[src/rtl/tmpf_pkg.sv]
// Shared types, constants and helper functions of the tile-map pixel fetch block.
`default_nettype none

package tmpf_pkg;

	localparam int MAX_ENTRIES = 256;
	localparam int TILE_DIM    = 32;                     // power of two
	localparam int TILE_W      = $clog2(TILE_DIM);
	localparam int ENTRY_W     = $clog2(MAX_ENTRIES);
	localparam int TILE_ADDR_W = ENTRY_W + 2 * TILE_W;
	localparam int TILE_DEPTH  = MAX_ENTRIES * TILE_DIM * TILE_DIM;

	localparam int COORD_W = 13;
	localparam int GRID_W  = COORD_W - TILE_W;
	localparam int CFG8_W  = 8;
	localparam int CNT_W   = 9;
	localparam int ROW_W   = CFG8_W + 1;
	localparam int IDX_W   = ROW_W + CFG8_W;
	localparam int TNUM_W  = 16;
	localparam int PIX_W   = 8;
	localparam int PXC_W   = 5;
	localparam int CELL_W  = 8;
	localparam int LIVE_MAX = (MAX_ENTRIES < 511) ? MAX_ENTRIES : 511;

	localparam int FIFO_DEPTH = 8;
	localparam int PTR_W      = $clog2(FIFO_DEPTH);
	localparam int CRD_W      = $clog2(FIFO_DEPTH + 1);

	localparam int REG_IDX_W = 3;
	localparam int CFG_DATA_W = 9;

	typedef enum logic [1:0] {
		OP_CELL_WR = 2'd0,
		OP_TILE_WR = 2'd1,
		OP_READ    = 2'd2
	} op_t;

	typedef enum logic [REG_IDX_W-1:0] {
		REG_GRID_COLUMNS = 3'd0,
		REG_GRID_ROWS    = 3'd1,
		REG_ENTRY_COUNT  = 3'd2,
		REG_SLICE_LEFT   = 3'd3,
		REG_SLICE_TOP    = 3'd4,
		REG_SLICE_COLS   = 3'd5,
		REG_SLICE_ROWS   = 3'd6
	} reg_idx_t;

	typedef struct packed {
		logic [CFG8_W-1:0] grid_columns;
		logic [CFG8_W-1:0] grid_rows;
		logic [CNT_W-1:0]  entry_count;
		logic [CFG8_W-1:0] slice_left;
		logic [CFG8_W-1:0] slice_top;
		logic [CFG8_W-1:0] slice_cols;
		logic [CFG8_W-1:0] slice_rows;
	} cfg_t;

	typedef struct packed {
		op_t                op;
		logic [CELL_W-1:0]  cell_number;
		logic [TNUM_W-1:0]  tile_number;
		logic [PXC_W-1:0]   tile_px_x;
		logic [PXC_W-1:0]   tile_px_y;
		logic [PIX_W-1:0]   pixel_value;
		logic [COORD_W-1:0] out_x;
		logic [COORD_W-1:0] out_y;
	} req_t;

	// per-item control and payload moving down the pipe
	typedef struct packed {
		logic               rd;
		logic               cell_we;
		logic               tile_we;
		logic               slice_ok;
		logic               look;
		logic [ENTRY_W-1:0] cell_addr;
		logic [TNUM_W-1:0]  tile_number;
		logic [TILE_W-1:0]  px;
		logic [TILE_W-1:0]  py;
		logic [PIX_W-1:0]   pixel_value;
	} stage_t;

	typedef struct packed {
		logic [PIX_W-1:0] pixel_out;
		logic             covered;
		logic             slice_valid;
	} res_t;

	function automatic logic slice_ok(cfg_t c);
		logic [ROW_W-1:0] right;
		logic [ROW_W-1:0] bottom;
		right  = ROW_W'(c.slice_left) + ROW_W'(c.slice_cols);
		bottom = ROW_W'(c.slice_top) + ROW_W'(c.slice_rows);
		return (c.slice_cols != '0) && (c.slice_rows != '0) &&
			(right <= ROW_W'(c.grid_columns)) && (bottom <= ROW_W'(c.grid_rows));
	endfunction

	function automatic logic [CNT_W-1:0] live_count(cfg_t c);
		return (32'(c.entry_count) > LIVE_MAX) ? CNT_W'(LIVE_MAX) : c.entry_count;
	endfunction

endpackage

`default_nettype wire

[src/rtl/tmpf_ofifo.sv]
// Result queue with credit count that throttles request acceptance.
`default_nettype none

module tmpf_ofifo (
	input  logic            clk,
	input  logic            arst_n,
	input  logic            push,
	input  tmpf_pkg::res_t  push_data,
	input  logic            take_rd,
	input  logic            pop,
	output logic            can_take,
	output logic            out_vld,
	output tmpf_pkg::res_t  out_data
);

	tmpf_pkg::res_t              q_mem [tmpf_pkg::FIFO_DEPTH];
	logic [tmpf_pkg::PTR_W-1:0]  wr_ptr_q;
	logic [tmpf_pkg::PTR_W-1:0]  rd_ptr_q;
	logic [tmpf_pkg::CRD_W-1:0]  cnt_q;
	logic [tmpf_pkg::CRD_W-1:0]  pend_q;

	assign can_take = (32'(pend_q) < tmpf_pkg::FIFO_DEPTH);
	assign out_vld  = (cnt_q != '0);
	assign out_data = q_mem[rd_ptr_q];

	always_ff @(posedge clk) begin
		if (push) begin
			q_mem[wr_ptr_q] <= push_data;
		end
	end

	always_ff @(posedge clk or negedge arst_n) begin
		if (!arst_n) begin
			wr_ptr_q <= '0;
			rd_ptr_q <= '0;
			cnt_q    <= '0;
			pend_q   <= '0;
		end else begin
			if (push) begin
				wr_ptr_q <= wr_ptr_q + tmpf_pkg::PTR_W'(1);
			end
			if (pop) begin
				rd_ptr_q <= rd_ptr_q + tmpf_pkg::PTR_W'(1);
			end
			cnt_q  <= cnt_q + tmpf_pkg::CRD_W'(push) - tmpf_pkg::CRD_W'(pop);
			pend_q <= pend_q + tmpf_pkg::CRD_W'(take_rd) - tmpf_pkg::CRD_W'(pop);
		end
	end

	a_no_overflow: assert property (@(posedge clk) disable iff (!arst_n)
		push |-> (32'(cnt_q) < tmpf_pkg::FIFO_DEPTH) || pop)
		else $error("result queue overflow");
	a_credit_covers: assert property (@(posedge clk) disable iff (!arst_n)
		pend_q >= cnt_q)
		else $error("queued results exceed outstanding reads");

endmodule

`default_nettype wire

[config.mk]
export PLATFORM = sky130hd
export DESIGN_NAME = tmpf_ofifo
export DESIGN_NICKNAME = d
export VERILOG_FILES = /design/src/rtl/tmpf_pkg.sv /design/src/rtl/tmpf_ofifo.sv
export SDC_FILE = /design/constraint.sdc
export NUM_CORES = 1
export LEC_CHECK = 0
export ABC_AREA = 0
export BUFFER_PORTS_ARGS = -buffer_cell sky130_fd_sc_hd__buf_2
export CORE_MARGIN = 2
export CORE_UTILIZATION = 55
export DETAILED_ROUTE_END_ITERATION = 6
export PLACE_DENSITY = 0.76
export SLEW_MARGIN = 20
export SYNTH_ARGS = -nofsm -noshare
export SYNTH_HDL_FRONTEND = slang
export SYNTH_SLANG_ARGS = --single-unit
[constraint.sdc]
create_clock -name clk -period 3.15 [get_ports clk]
set_input_delay 0.1575 -clock clk [delete_from_list [all_inputs] [get_ports clk]]
set_output_delay 0.1575 -clock clk [all_outputs]
set_load 0.005 [all_outputs]
---- Word level (Yosys, flattened, before mapping) ----
Memories as Yosys holds them, arrays and structs flattened.
Index checks and enable logic that the tools add are counted.
operators by class
  add/subtract/negate cells ............... 6
  order comparisons ....................... 1
  muxes and demuxes ....................... 2
  reductions and logical operators ........ 1
operators with widths
  cell                 count
  $add 4x1->4          2
  $sub 4x1->4          2
  $add 3x1->3 const B  2
  $lt 4x4->1 const B   1
  $reduce_bool 4->1    1
  $mux 1               2
storage, ports and cells
  bits in registers ....................... 14
  memory bits (writable) .................. 80
  bits of input ports ..................... 15
  output and inout port bits .............. 12
  word-level logic and storage cells ...... 15
  memories ................................ 1
memory list
  name   depth  width  read ports  clocked after memory_dff  write ports  RTL line          RTL
  q_mem  8      10     1           0                         1            tmpf_ofifo.sv:16  tmpf_pkg::res_t q_mem [tmpf_pkg::FIFO_DEPTH];

---- Logic depth before layout (Yosys ltp) ----
  word-level depth ........................ 2
  depth in mapped cells ................... 7
  depth with buffers taken out ............ 7

---- Least setup slack after synthesis ----
No wires, ideal clock.
  path kind ............................... register to register
  start point ............................. reg wr_ptr_q[1] in the netlist's numbering
  end point ............................... mem q_mem[0][0] in the netlist's numbering (enable)
  setup time .............................. 390 ps
  arrival ................................. 1305 ps
  required time ........................... 2760 ps
  slack ................................... 1455 ps
  cell stages (with the launch flop) ...... 3
  path buffers ............................ 0
  clock period less this slack ............ 1695 ps
  cell sequence ........................... dfrtp_1 > nand2b_1 > nor3_1
RTL lines
  item                      RTL line          RTL
  start: declaration        tmpf_ofifo.sv:17  logic [tmpf_pkg::PTR_W-1:0] wr_ptr_q;
  start signal: assignment  tmpf_ofifo.sv:40  wr_ptr_q <= wr_ptr_q + tmpf_pkg::PTR_W'(1);
  end: declaration          tmpf_ofifo.sv:16
No word-level cell before the write port.

==> metrics.csv <==
stage,metric,value,unit
status,status,"finished, final reports clean",
sta,max frequency,0.405,GHz
detailed_routing,DR vias/cell,5.30,
setup_path,Crit Reg-Reg Startpoint,wr_ptr_q[0],
global_route,Total GRT Usage,17.1,%
power_and_ir_drop,pwr dens,850,mW/mm2
logic_synthesis,post-synthesis compound-gate area fraction,0.650,%
floorplanning,# rows,30,
sta,Final Max Tran Viols,0,
job,max cap viols,0,
logic_synthesis,post-synth cell types,18,
setup_path,reg2reg setup slack,1.25,ns
logic_synthesis,Ys Warns,0,
setup_path,CP required,2.99,ns
layout,Final Non-Filler Cells,330,
floorplanning,Die Wd,87.7,um
global_route,initial antenna violation count,0,
global_route,vias in the first global route,1733,
clock_tree,post-CTS setup buffer count,0,
logic_synthesis,Synth Cell Area,0.00385,mm2
clock_tree,CTS resizes,0,
floorplanning,Die Height,87.7,um
detailed_routing,drt total wl,5.86,mm
logic_synthesis,XOR/XNOR Fraction of Synth Area,2.05,%
sta,Setup TNS Final,0,ns
place,HPWL Detailed,3.69,mm
clock_tree,"Clk Latency, worst-skew pair",0.36,ns
logic_synthesis,"Seq/Total Area, Yosys",71.5,%
floorplanning,I/O pins,27,
floorplanning,initial cell density of the core,56.7,%
detailed_routing,Iter 0 DRT Violations,131,
place,IO Port Bufs,26,
global_route,grt ovf,0,
hold_path,WHS Endpoint,pend_q[0],
setup_path,CP endpoint kind,primary output,
global_route,largest net degree at the start of global routing,22,
clock_tree,Max Buffers Root-to-Sink,2,
floorplanning,core area,0.00679,mm2
sta,fin crit share,78.3,%
logic_synthesis,largest family of logic cells by synthesized area,multiplexers,
sta,final hold violations,0,
layout,Filler cells,460,
power_and_ir_drop,maximum VDD drop,0.471,mV
setup_path,worst-case reg-to-reg path depth,2,
hold_path,min-delay src,take_rd,
setup_path,critical path class,flop to primary output,
place,Placer Congestion,0.730,
sta,relative slew slack,33.0,%
logic_synthesis,Post-Syn Instances,187,
clock_tree,H-tree depth,3,
sta,worst clock skew,0.0119,ns
logic_synthesis,mux share of post-synthesis cell area,17.1,%
detailed_routing,average routed wire per standard cell,17.8,um
clock_tree,CTS Hold Bufs,1,
sta,Finish-stage setup viols,0,
power_and_ir_drop,Pleak,1.63,nW
layout,Layout Nets,257,
clock_tree,TritonCTS clock tree,yes,
clock_tree,CTS Root Cell,clkbuf_8,
setup_path,critical path startpoint category,flop,
layout,ant diodes,0,
logic_synthesis,Mean Syn Cell Area,20.6,um2
clock_tree,clk sinks,94,
hold_path,Hold Path Class,input pin to flop,
place,dpl cells,313,
logic_synthesis,Post-Syn Nets,215,
hold_path,hold depth,2,
logic_synthesis,adder-cell area share of the yosys netlist,4.61,%
detailed_routing,Final ANT Viol Nets,0,
clock_tree,cts bufs inserted,9,
setup_path,WP data arrival,2.31,ns
detailed_routing,Post-route DRC,0,
sta,RSZ-0062 raised after global routing,no,
sta,Worst Tran Pin Value,0.998,ns
setup_path,RR Endpoint,q_mem[2][7],
layout,share of cells above drive strength 1,24.8,%
detailed_routing,Via Count,1748,
detailed_routing,drt first pass iters,4,
global_route,first-pass GRT wire length,9.16,mm
clock_tree,Clock Pin Slew Worst Setup and Hold Paths,0.08,ns
setup_path,crit-path max FO,14,
layout,area growth from synthesis to layout,12.5,%
logic_synthesis,Post-Synth Simple-Gate Area,1.85,%
floorplanning,Die ar.,0.00769,mm2
sta,Final min period,2.47,ns
logic_synthesis,Yosys reg bits,94,
kinds of logic after synthesis:
| family | Yosys count |
|---|---|
| simple gates | 16 |
| buf+inv | 19 |
| flops | 94 |
| mux | 32 |
| xor+xnor | 9 |
| compound gates | 4 |
| fa+ha+maj | 13 |
through the flow:
stage / power, W / hold WS, ns / worst slack (ns) / instance area [um2] / util [%]
global placement: 0.00294 / 0.0799 / 1.08 / 4140 / 60.9
global route: 0.00391 / 0.0227 / 0.573 / 4330 / 63.8
detailed placement: 0.00298 / 0.0715 / 1.04 / 4140 / 60.9
finish: 0.00368 / 0.0392 / 0.684 / 4330 / 63.8
CTS: 0.00373 / 0.0301 / 0.640 / 4330 / 63.8
floorplan: 0.00262 / -0.138 / 1.46 / 3850 / -
critical path, stage by stage, from the launching register on:
cell	delay, ns
dfrtp_1	0.62
buf_4	0.34
mux4_1	0.59
mux2_2	0.27
buf_2	0.13
synthesized netlist by cell type:
library cell,number,share of area (%)
xor2_1,4,0.91
mux4_1,20,14
mux2_2,12,3.5
buf_6,2,0.58
nand2b_1,3,0.49
a21oi_1,2,0.26
inv_1,14,1.4
nand3_1,1,0.13
a21o_1,2,0.39
nor3_1,2,0.26
xnor2_1,5,1.1
fa_1,2,1.0
ha_1,11,3.6
nor2_1,6,0.58
clkbuf_1,3,0.29
nand2_1,4,0.39
dfrtp_1,14,9.1
edfxtp_1,80,62
power breakdown:
part	switching, W	internal (W)	total, W	leakage (nW)
clock	0.000365	0.000388	0.000752	0.0923
sequential	0.000193	0.00161	0.00180	0.890
combinational	0.000480	0.000650	0.00113	0.646
registers in the layout, summed over array words and instances, names as in the netlist:
signal,flops
cnt_q,4
pend_q,4
q_mem,80
rd_ptr_q,3
wr_ptr_q,3
layout by cell type, fill, tap and decap left out, drive strengths merged:
| cell | Yosys | routed |
|---|---|---|
| mux2 | 12 | 12 |
| clkbuf | 3 | 14 |
| clkinv | 0 | 1 |
| buf | 2 | 35 |
| inv | 14 | 14 |
| xnor2 | 5 | 5 |
| xor2 | 4 | 4 |
| fa | 2 | 2 |
| mux4 | 20 | 20 |
| nor2 | 6 | 6 |
| nand2b | 3 | 3 |
| nand3 | 1 | 1 |
| nor3 | 2 | 2 |
| edfxtp | 80 | 80 |
| a21o | 2 | 2 |
| ha | 11 | 11 |
| nand2 | 4 | 4 |
| dlygate4sd3 | 0 | 1 |
| a21oi | 2 | 2 |
| dfrtp | 14 | 14 |
| bufinv | 0 | 1 |
layout make-up:
class                   instances  area, um2  share of cell area (%)
clock inverters                 2       33.8                   0.780
well taps                      96        120                    2.77
flip-flops and latches         94       2750                    63.5
inverters                      14       52.6                    1.21
multi-input cells              74       1010                    23.4
clock buffers                  14        153                    3.52
repair buffers                 36        208                    4.79
worst max-delay path by stage:
stage	start	to	slack (ns)	cells past startpoint
after floorplan	wr_ptr_q[1]	q_mem[0][0]	1.46	2
after global placement	rd_ptr_q[0]	out_data[2]	1.08	4
after detailed placement	rd_ptr_q[0]	out_data[8]	1.04	4
after CTS	rd_ptr_q[0]	out_data[8]	0.64	4
after global routing	rd_ptr_q[0]	out_data[6]	0.57	4
final	rd_ptr_q[0]	out_data[8]	0.68	4
layer usage:
layer / GRT usage, % / vias up / wire length, um
met1: 23.0 / 877 / 2610
li1: - / 826 / -
met3: 4.34 / 9 / 217
met4: 7.97 / 0 / 97
met5: 0 / - / 0
met2: 26.7 / 36 / 2940
Note: power is estimated with default switching activity, not from simulation.
