`src/rtl/tmpf_pkg.sv`:
```
// Shared types, constants and helper functions of the tile-map pixel fetch block.
`default_nettype none

package tmpf_pkg;

	localparam int MAX_ENTRIES = 256;
	localparam int TILE_DIM    = 32;                     // power of two
	localparam int TILE_W      = $clog2(TILE_DIM);
	localparam int ENTRY_W     = $clog2(MAX_ENTRIES);
	localparam int TILE_ADDR_W = ENTRY_W + 2 * TILE_W;
	localparam int TILE_DEPTH  = MAX_ENTRIES * TILE_DIM * TILE_DIM;

	localparam int COORD_W = 13;
	localparam int GRID_W  = COORD_W - TILE_W;
	localparam int CFG8_W  = 8;
	localparam int CNT_W   = 9;
	localparam int ROW_W   = CFG8_W + 1;
	localparam int IDX_W   = ROW_W + CFG8_W;
	localparam int TNUM_W  = 16;
	localparam int PIX_W   = 8;
	localparam int PXC_W   = 5;
	localparam int CELL_W  = 8;
	localparam int LIVE_MAX = (MAX_ENTRIES < 511) ? MAX_ENTRIES : 511;

	localparam int FIFO_DEPTH = 8;
	localparam int PTR_W      = $clog2(FIFO_DEPTH);
	localparam int CRD_W      = $clog2(FIFO_DEPTH + 1);

	localparam int REG_IDX_W = 3;
	localparam int CFG_DATA_W = 9;

	typedef enum logic [1:0] {
		OP_CELL_WR = 2'd0,
		OP_TILE_WR = 2'd1,
		OP_READ    = 2'd2
	} op_t;

	typedef enum logic [REG_IDX_W-1:0] {
		REG_GRID_COLUMNS = 3'd0,
		REG_GRID_ROWS    = 3'd1,
		REG_ENTRY_COUNT  = 3'd2,
		REG_SLICE_LEFT   = 3'd3,
		REG_SLICE_TOP    = 3'd4,
		REG_SLICE_COLS   = 3'd5,
		REG_SLICE_ROWS   = 3'd6
	} reg_idx_t;

	typedef struct packed {
		logic [CFG8_W-1:0] grid_columns;
		logic [CFG8_W-1:0] grid_rows;
		logic [CNT_W-1:0]  entry_count;
		logic [CFG8_W-1:0] slice_left;
		logic [CFG8_W-1:0] slice_top;
		logic [CFG8_W-1:0] slice_cols;
		logic [CFG8_W-1:0] slice_rows;
	} cfg_t;

	typedef struct packed {
		op_t                op;
		logic [CELL_W-1:0]  cell_number;
		logic [TNUM_W-1:0]  tile_number;
		logic [PXC_W-1:0]   tile_px_x;
		logic [PXC_W-1:0]   tile_px_y;
		logic [PIX_W-1:0]   pixel_value;
		logic [COORD_W-1:0] out_x;
		logic [COORD_W-1:0] out_y;
	} req_t;

	// per-item control and payload moving down the pipe
	typedef struct packed {
		logic               rd;
		logic               cell_we;
		logic               tile_we;
		logic               slice_ok;
		logic               look;
		logic [ENTRY_W-1:0] cell_addr;
		logic [TNUM_W-1:0]  tile_number;
		logic [TILE_W-1:0]  px;
		logic [TILE_W-1:0]  py;
		logic [PIX_W-1:0]   pixel_value;
	} stage_t;

	typedef struct packed {
		logic [PIX_W-1:0] pixel_out;
		logic             covered;
		logic             slice_valid;
	} res_t;

	function automatic logic slice_ok(cfg_t c);
		logic [ROW_W-1:0] right;
		logic [ROW_W-1:0] bottom;
		right  = ROW_W'(c.slice_left) + ROW_W'(c.slice_cols);
		bottom = ROW_W'(c.slice_top) + ROW_W'(c.slice_rows);
		return (c.slice_cols != '0) && (c.slice_rows != '0) &&
			(right <= ROW_W'(c.grid_columns)) && (bottom <= ROW_W'(c.grid_rows));
	endfunction

	function automatic logic [CNT_W-1:0] live_count(cfg_t c);
		return (32'(c.entry_count) > LIVE_MAX) ? CNT_W'(LIVE_MAX) : c.entry_count;
	endfunction

endpackage

`default_nettype wire

```
`src/rtl/tmpf_addr.sv`:
```
// Front stages: op decode, slice check and grid cell index multiply.
`default_nettype none

module tmpf_addr (
	input  logic                         clk,
	input  logic                         arst_n,
	input  logic                         take,
	input  tmpf_pkg::req_t               req,
	input  tmpf_pkg::cfg_t               cfg,
	output logic                         vld_s2,
	output tmpf_pkg::stage_t             st_s2,
	output logic [tmpf_pkg::IDX_W-1:0]   idx_s2
);

	logic [tmpf_pkg::GRID_W-1:0] gx;
	logic [tmpf_pkg::GRID_W-1:0] gy;
	logic                        in_slice;
	tmpf_pkg::stage_t            st_d;
	logic [tmpf_pkg::ROW_W-1:0]  row_d;
	logic [tmpf_pkg::ROW_W-1:0]  col_d;

	logic                        vld_s1;
	tmpf_pkg::stage_t            st_s1;
	logic [tmpf_pkg::ROW_W-1:0]  row_s1;
	logic [tmpf_pkg::ROW_W-1:0]  col_s1;

	always_comb begin
		gx = req.out_x[tmpf_pkg::COORD_W-1:tmpf_pkg::TILE_W];
		gy = req.out_y[tmpf_pkg::COORD_W-1:tmpf_pkg::TILE_W];
		in_slice = (16'(gx) < 16'(cfg.slice_cols)) && (16'(gy) < 16'(cfg.slice_rows));
		row_d = tmpf_pkg::ROW_W'(cfg.slice_top) + tmpf_pkg::ROW_W'(gy);
		col_d = tmpf_pkg::ROW_W'(cfg.slice_left) + tmpf_pkg::ROW_W'(gx);

		st_d.rd       = (req.op == tmpf_pkg::OP_READ);
		st_d.cell_we  = (req.op == tmpf_pkg::OP_CELL_WR) &&
			(32'(req.cell_number) < tmpf_pkg::MAX_ENTRIES);
		st_d.tile_we  = (req.op == tmpf_pkg::OP_TILE_WR) &&
			(32'(req.tile_number) < tmpf_pkg::MAX_ENTRIES) &&
			(32'(req.tile_px_x) < tmpf_pkg::TILE_DIM) &&
			(32'(req.tile_px_y) < tmpf_pkg::TILE_DIM);
		st_d.slice_ok = tmpf_pkg::slice_ok(cfg);
		st_d.look     = st_d.rd && st_d.slice_ok && in_slice;
		st_d.cell_addr   = tmpf_pkg::ENTRY_W'(req.cell_number);
		st_d.tile_number = req.tile_number;
		st_d.pixel_value = req.pixel_value;
		if (st_d.rd) begin
			st_d.px = req.out_x[tmpf_pkg::TILE_W-1:0];
			st_d.py = req.out_y[tmpf_pkg::TILE_W-1:0];
		end else begin
			st_d.px = tmpf_pkg::TILE_W'(req.tile_px_x);
			st_d.py = tmpf_pkg::TILE_W'(req.tile_px_y);
		end
	end

	always_ff @(posedge clk or negedge arst_n) begin
		if (!arst_n) begin
			vld_s1 <= 1'b0;
			vld_s2 <= 1'b0;
		end else begin
			vld_s1 <= take;
			vld_s2 <= vld_s1;
		end
	end

	always_ff @(posedge clk) begin
		st_s1  <= st_d;
		row_s1 <= row_d;
		col_s1 <= col_d;
		st_s2  <= st_s1;
		idx_s2 <= tmpf_pkg::IDX_W'(row_s1) * tmpf_pkg::IDX_W'(cfg.grid_columns) +
			tmpf_pkg::IDX_W'(col_s1);
	end

endmodule

`default_nettype wire

```
`config.mk`:
```
export PLATFORM = sky130hd
export DESIGN_NAME = tmpf_addr
export DESIGN_NICKNAME = d
export VERILOG_FILES = /design/src/rtl/tmpf_pkg.sv /design/src/rtl/tmpf_addr.sv
export SDC_FILE = /design/constraint.sdc
export NUM_CORES = 1
export LEC_CHECK = 0
export BUFFER_PORTS_ARGS = -buffer_cell sky130_fd_sc_hd__clkbuf_2
export CORE_MARGIN = 2
export CORE_UTILIZATION = 59
export CTS_BUF_LIST = sky130_fd_sc_hd__clkbuf_2
export DETAILED_ROUTE_END_ITERATION = 10
export PLACE_DENSITY = 0.88
export REMOVE_ABC_BUFFERS = 1
export SLEW_MARGIN = 5
export SYNTH_ARGS = -nofsm -noshare
export SYNTH_HDL_FRONTEND = slang
export SYNTH_SLANG_ARGS = --single-unit
```
`constraint.sdc`:
```
create_clock -name clk -period 10.6 [get_ports clk]
set_input_delay 0.53 -clock clk [delete_from_list [all_inputs] [get_ports clk]]
set_output_delay 0.53 -clock clk [all_outputs]
set_load 0.01 [all_outputs]
```
Word-level counts from Yosys, hierarchy flattened
Cells that the tools add are included.
{ "classes": {"add_sub_neg": 5, "multipliers": 1, "div": 0, "order_cmp": 5, "eq_ne": 2, "shifts": 0, "muxes": 1, "n_bitwise": 0, "reduce_logical": 10} }
{ "op_table": {"columns": ["operator", "n"], "rows": [
  ["adder 8 x 8 -> 9 bit", 4],
  ["<= comparator 9 x 8 -> 1 bit", 2],
  ["adder 17 x 9 -> 17 bit", 1],
  ["multiplier 9 x 8 -> 17 bit", 1],
  ["less-than comparator 16 x 9 -> 1 bit, second input constant", 1],
  ["less-than comparator 8 bit", 2],
  ["nonzero test 8 bit", 2],
  ["two-way mux 10 bit", 1],
  ["logical AND 1 bit", 7],
  ["== test 2 x 1 -> 1 bit, second input constant", 1],
  ["== test 2 bit, second input constant", 1],
  ["zero test 2 bit", 1]
]} }
{ "word_totals": {"ff_bits": 131, "latchBits": 0, "mem_bits_rw": 0, "rom_bits": 0, "inputBits": 130, "word_cells": 49, "n_memories": 0} }

Depth between registers and ports, before layout
{ "logic_depth": {"word_depth": 6, "ltp_mapped": 17, "mapped_depth_nobuf": 16} }

Worst setup path after synthesis
OpenSTA, ideal clock, no wires.
{ "synth_timing": {"path_type": "input port to flip-flop", "from": "in cfg[50] in the netlist's numbering", "to": "reg idx_s2[14] in the netlist's numbering", "arrival_time_ps": 4250, "setup_slack_ps": 6264, "path_stages": 16, "path_cell_list": "clkbuf_1 nand2_1 fa_1 inv_1 fa_1 inv_1 fa_1 fa_1 inv_1 ha_1 a21oi_1 o22ai_1 o311ai_1 and2_1 o21ai_0 a211oi_1"} }
{ "synth_between": {"elab_chain_cells": 2} }
{ "synth_lines": {"columns": ["element", "line", "rtl"], "rows": [
  ["start, declared", "tmpf_addr.sv:9", "input tmpf_pkg::cfg_t cfg,"],
  ["multiplier 9 x 8 -> 17 bit", "tmpf_addr.sv:70", "idx_s2 <= tmpf_pkg::IDX_W'(row_s1) * tmpf_pkg::IDX_W'(cfg.grid_columns) +"],
  ["adder 17 x 9 -> 17 bit", "tmpf_addr.sv:70", null],
  ["end signal, assigned", "tmpf_addr.sv:70", null],
  ["end, declared", "tmpf_addr.sv:12", "output logic [tmpf_pkg::IDX_W-1:0] idx_s2"]
]} }
Every way passes these cells.

Worst setup path in the final report
{ "layout_timing": {"from": "reg row_s1[5] in the netlist's numbering", "to": "reg idx_s2[16] in the netlist's numbering"} }
{ "layout_between": {"elab_chain_cells": 2} }
{ "layout_lines": {"columns": ["element", "line", "rtl"], "rows": [
  ["start, declared", "tmpf_addr.sv:24", "logic [tmpf_pkg::ROW_W-1:0] row_s1;"],
  ["start signal, assigned", "tmpf_addr.sv:67", "row_s1 <= row_d;"],
  ["multiplier 9 x 8 -> 17 bit", "tmpf_addr.sv:70", null],
  ["adder 17 x 9 -> 17 bit", "tmpf_addr.sv:70", null]
]} }
Every way passes these cells.

==> metrics.txt <==
starting DRC count in detailed routing=approximately 360; Via density=between 5 and 6; Final Max Tran Viols=0; Cell Chain, Critical Path=nand2_1 -> fa_1 -> inv_1 -> fa_1 -> inv_1 -> fa_1 -> fa_1 -> inv_1 -> ha_1 -> a21oi_1 -> o22ai_1 -> o311ai_1 -> nand3_1 -> a21oi_1 -> xnor2_1; crit-path max cell delay=0.56 ns; Slew HR=0.330; leakage=4.81 nW; Cell Area, Synth=7240 um^2; Vias=5984; Tightest Hold Check Type=primary input to asynchronous set/reset pin; largest net degree at the start of global routing=17; Top FF cell, synth=dfxtp_1; I/O Pins=195; final wirelength=around 18000 um; die area=~13000 um^2; antenna viol nets, final=0; HPWL Detailed=12700 um; # H-tree levels=4; final setup vio count=0; Post-Route Skew=0.0384 ns; Fin. Hold Viols=0; Sink Count=131; total power=2.25 mW; largest area contributor in the netlist=dfxtp_1; Syn Inst Count=703; Initial Util=0.603; Tot GR Track Use=0.287; Worst-path clk slew=approximately 0.24 ns; width of the die=115 um; worst-margin pin slew=around 1.0 ns; number of buffers added on ports=185; critical-path maximum fanout=8; vias in the first global route=6034; Clock Tree Root=clkbuf_2; FMAX=between 200 and 250 MHz; CTS resizes=0; initial antenna violation count=2; ys async rst share=0.0153; Worst Path Arrival=between 5 and 6 ns; first-pass GRT wire length=28800 um; core area=12000 um^2; drt first pass iters=5; synth unique cells=47; later-pin clock latency in the skew report=0.77 ns; synthesis-to-layout area growth=26.8%; NumNets Final=1245; worst vdd ir=between 0.00015 and 0.0002 V; Setup Fix Bufs, Post-CTS=0; Clock Tree Buf Depth=2; syn_area_per_cell=10.3 um^2; final worst-path cycle share=0.417; startpoint types=flip-flop; CP max-delay cell=fa_1; grt ovf=0; post-route setup TNS=0 ns; Yosys top cell area share=0.357; DR WL/cell=16.4 um; Critical Path End Type=flip-flop; Post-synth EDFFs=0; maxcap violations=0; TritonCTS clock tree=done; commonest cells after routing, fill and taps aside=clkbuf_2, dfxtp_1, inv_1; Num CTS Buffers=17; Yosys reg bits=approximately 130; Synth area leaders=dfxtp_1, ha_1, fa_1; outcome=finished, final reports clean; RD Place Congestion=0.874; DR DRC count=0; share of layout cells above drive strength 1=0.240; ratio of total power to cell area=245 nW/um^2; Critical Path RT=around 11 ns; post-route minimum period=4.41 ns; sequential fraction of the synthesis area=0.364; unrepaired setup endpoints after global routing=no; Die Height=115 um; most common cell after layout, fill and taps aside=clkbuf_2; # rows=40; Synth Warn #=0; crit-path most repeated cell=fa_1; critical path class=flip-flop to flip-flop
flip-flops by register name (all words and copies together) (netlist names):
register,flops
st_s2,47
row_s1,9
st_s1,47
col_s1,9
vld_s2,1
idx_s2,17
vld_s1,1
cells in the mapped netlist (2+ instances only):
cell and count:
dfxtp_1 129, inv_1 117, ha_1 99, fa_1 55, nand2_1 50, and2_1 43, a21oi_1 30, nor2_1 25
xnor2_1 23, o21ai_0 16, a21o_1 13, nor3_1 11, mux2_2 10, xor2_1 10, nand2b_1 8, nand3_1 6
nor4_1 6, clkbuf_1 5, nor2b_1 5, a211oi_1 4, o41ai_1 4, nand4_1 3, o21a_1 3, and3_1 2
dfrtp_1 2, o22ai_1 2, o311ai_1 2
per-stage QoR:
stage,hold WS (ns),std cells,setup slack (ns),util,instance area [um^2]
finish,0.0564,1123,6.19,0.764,9180
global route,0.0117,1123,5.91,0.764,9180
CTS,0.0225,1121,6.20,0.764,9180
detailed placement,0.312,1029,5.96,0.693,8330
global placement,0.310,1029,6.03,0.693,8330
floorplan,0.234,697,6.54,-,7220
worst max-delay path, delay by kind of cell (launching register included):
| kind | cells | cell delay (ns) |
|---|---|---|
| AO/OA/AOI/OAI | 4 | 0.84 |
| XOR/XNOR | 1 | 0.13 |
| adder cells (fa/ha/maj) | 5 | 2.41 |
| buffers and inverters | 3 | 0.16 |
| flip-flops | 1 | 0.54 |
| AND/OR/NAND/NOR | 2 | 0.30 |
cell families (layout without fill, tap and decap cells):
group	after synthesis	after routing	share of synthesized area
XOR/XNOR	33	33	0.0399
multiplexers	10	10	0.0155
AO/OA/AOI/OAI	87	87	0.0774
other	0	2	0
adder cells (fa/ha/maj)	154	154	0.323
buffers and inverters	123	394	0.0639
AND/OR/NAND/NOR	165	165	0.117
flip-flops	131	131	0.364
routing by layer:
layer | global-route usage | wire length, um | vias to the layer above | part of all wire
li1 | - | - | 2820 | -
met3 | 0.0596 | 1070 | 76 | 0.058
met5 | 0 | 0 | - | 0
met2 | 0.520 | 9820 | 268 | 0.53
met4 | 0.168 | 871 | 0 | 0.047
met1 | 0.308 | 6700 | 2820 | 0.36
final cells by class:
class	instances	area [um^2]
clock inverters	15	161
fillers	783	2830
repair buffers	245	1530
flip-flops and latches	131	2630
multi-input cells	449	4150
diodes	2	5.00
clock buffers	17	85.1
inverters	117	439
well taps	147	184
where the power goes:
group,internal (mW),switching [mW],total (mW)
combinational,0.594,0.725,1.32
sequential,0.581,0.0321,0.613
clock,0.0965,0.221,0.318
total,1.27,0.978,2.25
path summary, 6_finish.rpt:
check | startpoint | end | slack, ns | depth (start not counted)
max | row_s1[5] | idx_s2[16] | 6.19 | 15
min | arst_n | vld_s2 | 0.06 | 2
max reg2reg | row_s1[5] | idx_s2[16] | 6.19 | 15
min reg2reg | st_s1[19] | st_s2[19] | 0.31 | 0
max in group asynchronous | arst_n | vld_s1 | 10.45 | 2
min in group clk | cfg[18] | row_s1[2] | 0.13 | 3
what timing repair did:
action	CTS	global route
hold buffers	60	0
hold endpoints to repair	49	0
setup endpoints to repair	0	0
Power figures use the tool's default switching activity.
